File: src/rtl/kpd_pkg.sv
// Shared types and constants for the Kimura protein distance block.
`timescale 1ns / 1ps
`default_nettype none

package kpd_pkg;

	// Column count limit and count width (holds MAX_COLUMNS itself)
	localparam int MAX_COLUMNS = 65536;
	localparam int CNT_W       = $clog2(MAX_COLUMNS + 1);

	// Field widths
	localparam int RES_W  = 8;
	localparam int DIST_W = 16;

	// Shared multiplier and wide operand widths
	localparam int MUL_W  = 32;
	localparam int PROD_W = 2 * MUL_W;
	localparam int WIDE_W = 2 * CNT_W + 1;
	localparam int TOP_BIT = WIDE_W - 1;
	localparam int EXP_W  = $clog2(WIDE_W);
	localparam int FRAC_W = 24;
	localparam int LOG_W  = EXP_W + FRAC_W;
	localparam int FCNT_W = $clog2(FRAC_W);

	// ln(2) in Q0.32, rounding position of the final product, saturation value
	localparam logic [MUL_W-1:0]  LN2_Q32      = 32'd2977044472;
	localparam int                RND_SHIFT    = 43;
	localparam logic [PROD_W-1:0] RND_BIAS     = PROD_W'(1) << (RND_SHIFT - 1);
	localparam logic [DIST_W-1:0] CAP_DISTANCE = 16'd42623;

	// Reset value of the gap code register
	localparam logic [RES_W-1:0] GAP_RESET = 8'd45;

	// Register map
	localparam logic REG_GAP_CODE = 1'b0;

	// One input column
	typedef struct packed {
		logic [RES_W-1:0] residue_a;
		logic [RES_W-1:0] residue_b;
		logic             last;
	} kpd_in_t;

	// One result
	typedef struct packed {
		logic [DIST_W-1:0] distance;
		logic              capped;
	} kpd_out_t;

	// Running counts handed from the column counter to the sequencer
	typedef struct packed {
		logic [CNT_W-1:0] identity;
		logic [CNT_W-1:0] nongap;
	} kpd_counts_t;

endpackage

`default_nettype wire

File: src/rtl/kpd_mul.sv
// Shared 32x32 unsigned multiplier with registered product.
`timescale 1ns / 1ps
`default_nettype none

module kpd_mul
	import kpd_pkg::*;
(
	input  wire logic              clk,
	input  wire logic [MUL_W-1:0]  op_a,
	input  wire logic [MUL_W-1:0]  op_b,
	output logic      [PROD_W-1:0] prod_q
);

	// Register the full product every cycle
	always_ff @(posedge clk) begin
		prod_q <= PROD_W'(op_a) * PROD_W'(op_b);
	end

endmodule

`default_nettype wire

File: src/rtl/kpd_counter.sv
// Column counter: non-gap and identity counts over one row pair.
`timescale 1ns / 1ps
`default_nettype none

module kpd_counter
	import kpd_pkg::*;
(
	input  wire logic             clk,
	input  wire logic             arst_n,
	input  wire logic             accept,
	input  wire kpd_in_t          column,
	input  wire logic [RES_W-1:0] gap_code,
	output kpd_counts_t           counts_next
);

	kpd_counts_t counts_q;
	logic        count_en;

	// Count a column only if neither side is a gap and the limit is not reached
	always_comb begin
		count_en    = (column.residue_a != gap_code) && (column.residue_b != gap_code) &&
			(counts_q.nongap < CNT_W'(MAX_COLUMNS));
		counts_next = counts_q;
		if (count_en) begin
			counts_next.nongap = counts_q.nongap + CNT_W'(1);
			if (column.residue_a == column.residue_b) begin
				counts_next.identity = counts_q.identity + CNT_W'(1);
			end
		end
	end

	// Advance on each beat, clear after the last column
	always_ff @(posedge clk or negedge arst_n) begin
		if (!arst_n) begin
			counts_q <= '0;
		end else if (accept) begin
			if (column.last) begin
				counts_q <= '0;
			end else begin
				counts_q <= counts_next;
			end
		end
	end

endmodule

`default_nettype wire

File: src/rtl/kpd_seq.sv
// Sequencer that computes the distance from the counts on the shared multiplier.
`timescale 1ns / 1ps
`default_nettype none

module kpd_seq
	import kpd_pkg::*;
(
	input  wire logic        clk,
	input  wire logic        arst_n,
	input  wire logic        start,
	input  wire kpd_counts_t counts,
	input  wire logic        out_free,
	output logic             idle,
	output logic             done,
	output kpd_out_t         result
);

	typedef enum logic [11:0] {
		S_IDLE  = 12'b0000_0000_0001,
		S_CHECK = 12'b0000_0000_0010,
		S_SQN   = 12'b0000_0000_0100,
		S_IDN   = 12'b0000_0000_1000,
		S_DIF   = 12'b0000_0001_0000,
		S_MSUB  = 12'b0000_0010_0000,
		S_NORM  = 12'b0000_0100_0000,
		S_SQ    = 12'b0000_1000_0000,
		S_SQW   = 12'b0001_0000_0000,
		S_LN    = 12'b0010_0000_0000,
		S_RND   = 12'b0100_0000_0000,
		S_DONE  = 12'b1000_0000_0000
	} kpd_state_t;

	kpd_state_t        state_q;
	logic [CNT_W-1:0]  n_q;
	logic [CNT_W-1:0]  id_q;
	logic [WIDE_W-1:0] d_q;
	logic [WIDE_W-1:0] t_q;
	logic [WIDE_W-1:0] m_q;
	logic [WIDE_W-1:0] x_q;
	logic [EXP_W-1:0]  e_q;
	logic [MUL_W-1:0]  mant_q;
	logic [FRAC_W-1:0] frac_q;
	logic [FCNT_W-1:0] fcnt_q;
	logic              sel_q;
	logic [LOG_W-1:0]  ld_q;
	logic [LOG_W-1:0]  lm_q;
	kpd_out_t          result_q;

	logic [MUL_W-1:0]  op_a;
	logic [MUL_W-1:0]  op_b;
	logic [PROD_W-1:0] prod_q;
	logic [CNT_W-1:0]  n_diff;
	logic [CNT_W+4:0]  id_x20;
	logic [CNT_W+4:0]  n_x3;
	logic              cap_hit;
	logic [WIDE_W-1:0] prod_x5;
	logic              sq_bit;
	logic [MUL_W-1:0]  sq_mant;
	logic [FRAC_W-1:0] frac_next;
	logic [LOG_W-1:0]  log_diff;
	logic [PROD_W-1:0] rnd_sum;
	logic [PROD_W-RND_SHIFT-1:0] dist_full;

	// Cap test 20*I < 3*N, exact, or N = 0
	assign n_diff  = n_q - id_q;
	assign id_x20  = {1'b0, id_q, 4'b0} + {3'b0, id_q, 2'b0};
	assign n_x3    = {4'b0, n_q, 1'b0} + {5'b0, n_q};
	assign cap_hit = (n_q == '0) || (id_x20 < n_x3);

	// Five times the low product bits (products here stay below 2^33)
	assign prod_x5 = {prod_q[WIDE_W-3:0], 2'b0} + WIDE_W'(prod_q[WIDE_W-3:0]);

	// One squaring step of the mantissa
	assign sq_bit    = prod_q[PROD_W-1];
	assign sq_mant   = sq_bit ? prod_q[PROD_W-1:MUL_W] : prod_q[PROD_W-2:MUL_W-1];
	assign frac_next = {frac_q[FRAC_W-2:0], sq_bit};

	// Log difference, floored at zero
	assign log_diff = (ld_q > lm_q) ? (ld_q - lm_q) : '0;

	// Round half up after the ln(2) scaling
	assign rnd_sum   = prod_q + RND_BIAS;
	assign dist_full = rnd_sum[PROD_W-1:RND_SHIFT];

	// Select multiplier operands per step
	always_comb begin
		op_a = '0;
		op_b = '0;
		case (state_q)
			S_SQN: begin
				op_a = MUL_W'(n_q);
				op_b = MUL_W'(n_q);
			end
			S_IDN: begin
				op_a = MUL_W'(id_q);
				op_b = MUL_W'(n_q);
			end
			S_DIF: begin
				op_a = MUL_W'(n_diff);
				op_b = MUL_W'(n_diff);
			end
			S_SQ: begin
				op_a = mant_q;
				op_b = mant_q;
			end
			S_LN: begin
				op_a = MUL_W'(log_diff);
				op_b = LN2_Q32;
			end
			default: begin
				op_a = '0;
				op_b = '0;
			end
		endcase
	end

	kpd_mul u_mul (
		.clk    (clk),
		.op_a   (op_a),
		.op_b   (op_b),
		.prod_q (prod_q)
	);

	// Control state
	always_ff @(posedge clk or negedge arst_n) begin
		if (!arst_n) begin
			state_q <= S_IDLE;
			sel_q   <= 1'b0;
			fcnt_q  <= '0;
			e_q     <= '0;
		end else begin
			case (state_q)
				S_IDLE: begin
					if (start) begin
						state_q <= S_CHECK;
					end
				end
				S_CHECK: begin
					state_q <= cap_hit ? S_DONE : S_SQN;
				end
				S_SQN: begin
					state_q <= S_IDN;
				end
				S_IDN: begin
					state_q <= S_DIF;
				end
				S_DIF: begin
					state_q <= S_MSUB;
				end
				S_MSUB: begin
					sel_q   <= 1'b0;
					e_q     <= EXP_W'(TOP_BIT);
					state_q <= S_NORM;
				end
				S_NORM: begin
					fcnt_q <= '0;
					if (x_q[TOP_BIT] || (e_q == '0)) begin
						state_q <= S_SQ;
					end else begin
						e_q <= e_q - EXP_W'(1);
					end
				end
				S_SQ: begin
					state_q <= S_SQW;
				end
				S_SQW: begin
					if (fcnt_q == FCNT_W'(FRAC_W - 1)) begin
						if (!sel_q) begin
							sel_q   <= 1'b1;
							e_q     <= EXP_W'(TOP_BIT);
							state_q <= S_NORM;
						end else begin
							state_q <= S_LN;
						end
					end else begin
						fcnt_q  <= fcnt_q + FCNT_W'(1);
						state_q <= S_SQ;
					end
				end
				S_LN: begin
					state_q <= S_RND;
				end
				S_RND: begin
					state_q <= S_DONE;
				end
				S_DONE: begin
					if (out_free) begin
						state_q <= S_IDLE;
					end
				end
				default: begin
					state_q <= S_IDLE;
				end
			endcase
		end
	end

	// Datapath registers
	always_ff @(posedge clk) begin
		case (state_q)
			S_IDLE: begin
				if (start) begin
					n_q  <= counts.nongap;
					id_q <= counts.identity;
				end
			end
			S_CHECK: begin
				result_q.distance <= CAP_DISTANCE;
				result_q.capped   <= 1'b1;
			end
			S_IDN: begin
				d_q <= prod_x5;
			end
			S_DIF: begin
				t_q <= prod_x5;
			end
			S_MSUB: begin
				m_q <= t_q - WIDE_W'(prod_q);
				x_q <= d_q;
			end
			S_NORM: begin
				if (x_q[TOP_BIT] || (e_q == '0)) begin
					mant_q <= x_q[TOP_BIT -: MUL_W];
				end else begin
					x_q <= {x_q[TOP_BIT-1:0], 1'b0};
				end
			end
			S_SQW: begin
				mant_q <= sq_mant;
				frac_q <= frac_next;
				if (fcnt_q == FCNT_W'(FRAC_W - 1)) begin
					if (!sel_q) begin
						ld_q <= {e_q, frac_next};
						x_q  <= m_q;
					end else begin
						lm_q <= {e_q, frac_next};
					end
				end
			end
			S_RND: begin
				result_q.capped <= 1'b0;
				if (dist_full > (PROD_W-RND_SHIFT)'(CAP_DISTANCE)) begin
					result_q.distance <= CAP_DISTANCE;
				end else begin
					result_q.distance <= DIST_W'(dist_full);
				end
			end
			default: begin
			end
		endcase
	end

	assign idle   = (state_q == S_IDLE);
	assign done   = (state_q == S_DONE) && out_free;
	assign result = result_q;

endmodule

`default_nettype wire

File: src/rtl/kimura_protein_distance.sv
// Top level: APB register, column handshake, result register.
`timescale 1ns / 1ps
`default_nettype none

// Kimura protein distance over one aligned row pair, one column per beat.
// A column with last low only advances the counts. The column with last high
// starts the distance computation; in_ready stays low until it is done.
// A capped or empty row pair goes from the check straight to done. Otherwise
// the work runs on one shared 32x32 multiplier: the product terms in S_SQN,
// S_IDN, S_DIF and S_MSUB, then two base-2 logarithms, each by one-bit
// normalization shifts and then squaring for 24 fraction bits (S_SQ and S_SQW
// per bit), then the ln(2) scaling and rounding in S_LN and S_RND. Columns
// are still taken while a finished result waits in the output register.
// Register 0 at byte address 0: gap_code, 8 bits, reset 45.
module kimura_protein_distance
	import kpd_pkg::*;
(
	input  wire logic        clk,
	input  wire logic        arst_n,
	input  wire logic        psel,
	input  wire logic        penable,
	input  wire logic        pwrite,
	input  wire logic [2:0]  paddr,
	input  wire logic [31:0] pwdata,
	output logic      [31:0] prdata,
	output logic             pready,
	input  wire logic        in_valid,
	output logic             in_ready,
	input  wire kpd_in_t     in_data,
	output logic             out_valid,
	input  wire logic        out_ready,
	output kpd_out_t         out_data
);

	logic [RES_W-1:0] gap_code_q;
	logic             in_accept;
	kpd_counts_t      counts_next;
	logic             out_free;
	logic             seq_done;
	logic             seq_idle;
	kpd_out_t         seq_result;
	logic             out_valid_q;
	kpd_out_t         out_data_q;

	// Configuration register write
	always_ff @(posedge clk or negedge arst_n) begin
		if (!arst_n) begin
			gap_code_q <= GAP_RESET;
		end else if (psel && penable && pwrite && (paddr[2] == REG_GAP_CODE)) begin
			gap_code_q <= pwdata[RES_W-1:0];
		end
	end

	assign pready = 1'b1;
	assign prdata = (paddr[2] == REG_GAP_CODE) ? 32'(gap_code_q) : '0;

	// Column beat
	assign in_ready  = seq_idle;
	assign in_accept = in_valid && in_ready;

	kpd_counter u_counter (
		.clk         (clk),
		.arst_n      (arst_n),
		.accept      (in_accept),
		.column      (in_data),
		.gap_code    (gap_code_q),
		.counts_next (counts_next)
	);

	kpd_seq u_seq (
		.clk      (clk),
		.arst_n   (arst_n),
		.start    (in_accept && in_data.last),
		.counts   (counts_next),
		.out_free (out_free),
		.idle     (seq_idle),
		.done     (seq_done),
		.result   (seq_result)
	);

	// Result register: load when empty or being drained
	assign out_free = !out_valid_q || out_ready;

	always_ff @(posedge clk or negedge arst_n) begin
		if (!arst_n) begin
			out_valid_q <= 1'b0;
		end else if (seq_done) begin
			out_valid_q <= 1'b1;
		end else if (out_ready) begin
			out_valid_q <= 1'b0;
		end
	end

	always_ff @(posedge clk) begin
		if (seq_done) begin
			out_data_q <= seq_result;
		end
	end

	assign out_valid = out_valid_q;
	assign out_data  = out_data_q;

endmodule

`default_nettype wire
File: config.mk
export PLATFORM = sky130hd
export DESIGN_NAME = kimura_protein_distance
export DESIGN_NICKNAME = d
export VERILOG_FILES = /design/src/rtl/kpd_pkg.sv /design/src/rtl/kpd_mul.sv /design/src/rtl/kpd_counter.sv /design/src/rtl/kpd_seq.sv /design/src/rtl/kimura_protein_distance.sv
export SDC_FILE = /design/constraint.sdc
export NUM_CORES = 2
export LEC_CHECK = 0
export BUFFER_PORTS_ARGS = -buffer_cell sky130_fd_sc_hd__buf_4
export CORE_MARGIN = 5
export CORE_UTILIZATION = 50
export CTS_CLUSTER_SIZE = 28
export DETAILED_ROUTE_END_ITERATION = 10
export PLACE_DENSITY = 0.63
export SETUP_SLACK_MARGIN = 0.1
export SYNTH_ARGS = -nofsm -noshare
export SYNTH_HDL_FRONTEND = slang
export SYNTH_SLANG_ARGS = --single-unit
File: constraint.sdc
create_clock -name clk -period 11.7 [get_ports clk]
set_input_delay 0.585 -clock clk [delete_from_list [all_inputs] [get_ports clk]]
set_output_delay 0.585 -clock clk [all_outputs]
set_load 0.1 [all_outputs]
==> impl_metrics.tcl <==
set metrics [dict create \
    outcome "finished, final reports clean" \
    start_kind "flop" \
    hold_path_class "input port to async pin" \
    dr_total_vias 43100 \
    start_util 0.503 \
    syn_area_um2 57300 \
    drive_gt1_frac 0.0640 \
    antenna_found_initial 4 \
    finalSetupViolCount 0 \
    leakagePower_nw 29.4 \
    peakVddDrop_v 0.000134 \
    fin_tns_setup_ps 0 \
    synth_seq_area_share 0.221 \
    die_w_um 349 \
    worst_slew_pin_slew_ps 1070 \
    critPathMaxStageDelay_ps 730 \
    drt_iter0_drc 4002 \
    first_pass_iters 6 \
    rsz0062_at_grt "no" \
    cpMaxStageDelayCell "fa_1" \
    clock_path_buffers 3 \
    gp_congestion 0.979 \
    track_usage 0.294 \
    yosys_register_bits 454 \
    cp_top_family "adder cells" \
    placed_cell_area_um2 59900 \
    ys_warn_count 0 \
    synth_top_area_cell "fa_1" \
    cts.sinks 454 \
    synth_area_per_cell_um2 9.42 \
    drc_errors 0 \
    port_buffers 59 \
    wl_um 176000 \
    end_kind "flop" \
    rows 124 \
    hold_violations 0 \
    clock_latency_ps 580 \
    post-route-period-util 0.955 \
    fin_crit_ps 11170 \
    crit_required_ps 12200 \
    arrival_ps 11670 \
    cp.buffers_inverters 8 \
    cts_tree "yes" \
    ios 111 \
    power.density_nw_per_um2 56.4 \
    total_power_w 0.00346 \
    cts_root_buffer "clkbuf_16" \
    wl_per_cell_um 23.1 \
    worst_slack_ps 529 \
    routed_via_density 5.64 \
    ys_types 93 \
    synth-edff-count 323 \
    grt_max_degree 68 \
    ys_top_cells_by_area "fa_1 31%, edfxtp_1 17%, ha_1 9.5%" \
    multi_input_area_um2 39400 \
    drv_slew 0 \
    clk_pin_slew_ps 70 \
    area_growth_pct 7.07 \
    whs_ps 138 \
    dpl.hpwl_um 140000 \
    ys.flop_type "edfxtp_1" \
    grt_remaining_overflow 0 \
    fmax_mhz 89.5 \
    fillers 10400 \
    skew_ps 21.5 \
    synth_common_cells "1,141 x inv_1, 902 x fa_1, 834 x nand2_1, 561 x nor2_1, 436 x ha_1" \
    postLayoutCellArea_um2 61400 \
    cp_max_fo 12 \
    postCtsHoldBufs 0 \
    place_ws_ps 150 \
    synth_most_common_cell "inv_1" \
    nets 7492 \
    grt_pass1_wl_um 271000 \
    crit_path_frequent_cell "fa_1" \
    dieArea_um2 122000 \
    grt_pass1_vias 44400 \
    cts_buffers 43 \
    slew_headroom 0.285 \
    die_h_um 349 \
    drv_cap 0 \
    async_reset_ff_frac 0.148 \
    synth_top_area_share 0.315 \
    regArea_um2 12700 \
    syn_inst 6087 \
    htree_levels 2 \
    final_antenna_net_count 0 \
    critPathKind "flop to flop" \
    core_region_area_um2 114000 \
]
power by group:
group / leakage [nW] / switching [W] / internal [W] / total [W]
clock: 0.677 / 0.000644 / 0.000798 / 0.00144
sequential: 4.38 / 0.0000282 / 0.00173 / 0.00175
combinational: 24.3 / 0.000178 / 0.0000893 / 0.000268
cell families (layout without fill, tap and decap cells):
group	Yosys count	count (layout)	share of synthesized area
other	2	26	0.000131
buffers and inverters	1425	1444	0.0961
AO/OA/AOI/OAI	809	809	0.0949
XOR/XNOR	251	251	0.0383
AND/OR/NAND/NOR	1760	1760	0.131
adder cells (fa/ha/maj)	1338	1338	0.410
flip-flops	454	454	0.221
multiplexers	48	48	0.00869
routing by layer:
metal,routed length (um),global-route usage,vias to the layer above
li1,-,-,19200
met1,73600,0.412,21700
met2,77200,0.451,1896
met3,17900,0.0694,316
met4,7600,0.105,0
met5,0,0,-
layout make-up:
cell class / instances / share of cell area
multi-input cells: 4231 / 0.642
flip-flops and latches: 454 / 0.206
inverters: 1147 / 0.0701
well taps: 1512 / 0.0308
repair buffers: 218 / 0.0267
clock buffers: 44 / 0.0176
clock inverters: 35 / 0.00593
diodes: 1 / 0.0000408
metrics by stage:
stage	instances	util
final	7642	0.538
after global routing	7641	0.538
after CTS	7636	0.538
after detailed placement	7557	0.525
after global placement	7557	0.525
after floorplan	6110	-
sequential cells by signal, indices dropped and copies added (netlist names), 23 cells and up:
register,cells
u_seq.ld_q,30
u_seq.u_mul.prod_q,64
u_seq.d_q,35
u_seq.t_q,35
u_seq.m_q,35
u_seq.lm_q,30
u_seq.x_q,35
u_seq.mant_q,32
u_counter.counts_q,34
u_seq.frac_q,23
path summary, 6_finish.rpt:
path,start,to,slack (ps),cells after the start
worst max-delay path,u_seq.ld_q[0]$_DFFE_PP_,u_seq.u_mul.prod_q[49]$_DFF_P_,530,36
worst min-delay path,arst_n,gap_code_q[7]$_DFFE_PN0P_,140,1
worst max register to register,u_seq.ld_q[0]$_DFFE_PP_,u_seq.u_mul.prod_q[49]$_DFF_P_,530,36
worst min register to register,u_seq.result[2]$_SDFFCE_PN1P_,out_data[2]$_DFFE_PP_,420,0
max in group asynchronous,arst_n,u_seq.e_q[4]$_DFFE_PN0P_,10920,1
min in group clk,pwdata[7],gap_code_q[7]$_DFFE_PN0P_,230,2
placed cells by master (no fill, tap or decap), types with 11 or more instances in the layout:
| cell | netlist | layout |
|---|---|---|
| inv_1 | 1141 | 1140 |
| fa_1 | 902 | 902 |
| nand2_1 | 834 | 834 |
| nor2_1 | 561 | 558 |
| ha_1 | 436 | 436 |
| edfxtp_1 | 323 | 323 |
| buf_4 | 27 | 217 |
| a21oi_1 | 197 | 189 |
| o21ai_0 | 161 | 159 |
| xnor2_1 | 136 | 136 |
| xor2_1 | 115 | 115 |
| a21o_1 | 100 | 100 |
| dfxtp_1 | 64 | 63 |
| dfrtp_1 | 62 | 62 |
| and2_1 | 61 | 58 |
| nand3_1 | 50 | 50 |
| clkbuf_16 | 0 | 43 |
| nor3_1 | 42 | 41 |
| nor2b_1 | 39 | 38 |
| a22oi_1 | 38 | 38 |
| and3_1 | 34 | 34 |
| mux2i_1 | 34 | 34 |
| o21bai_1 | 32 | 32 |
| o21a_1 | 31 | 31 |
| nand4_1 | 29 | 29 |
| conb_1 | 2 | 25 |
| nand2b_1 | 24 | 23 |
| or3_1 | 22 | 22 |
| a22o_1 | 21 | 21 |
| a31oi_1 | 22 | 21 |
| o31ai_1 | 21 | 20 |
| o211ai_1 | 19 | 19 |
| nor4_1 | 16 | 16 |
| a211oi_1 | 24 | 15 |
| mux2_2 | 14 | 14 |
| a211o_1 | 13 | 13 |
| a221o_1 | 11 | 11 |
| clkinvlp_4 | 0 | 11 |
repair_timing:
action / 4_1_cts / 5_1_grt
buffers inserted: 0 / 5
gates resized for setup: 1 / 10
endpoints found under the setup margin: 1 / 15
pin swaps: 0 / 2
No activity file was read; power rests on OpenSTA's default activity.
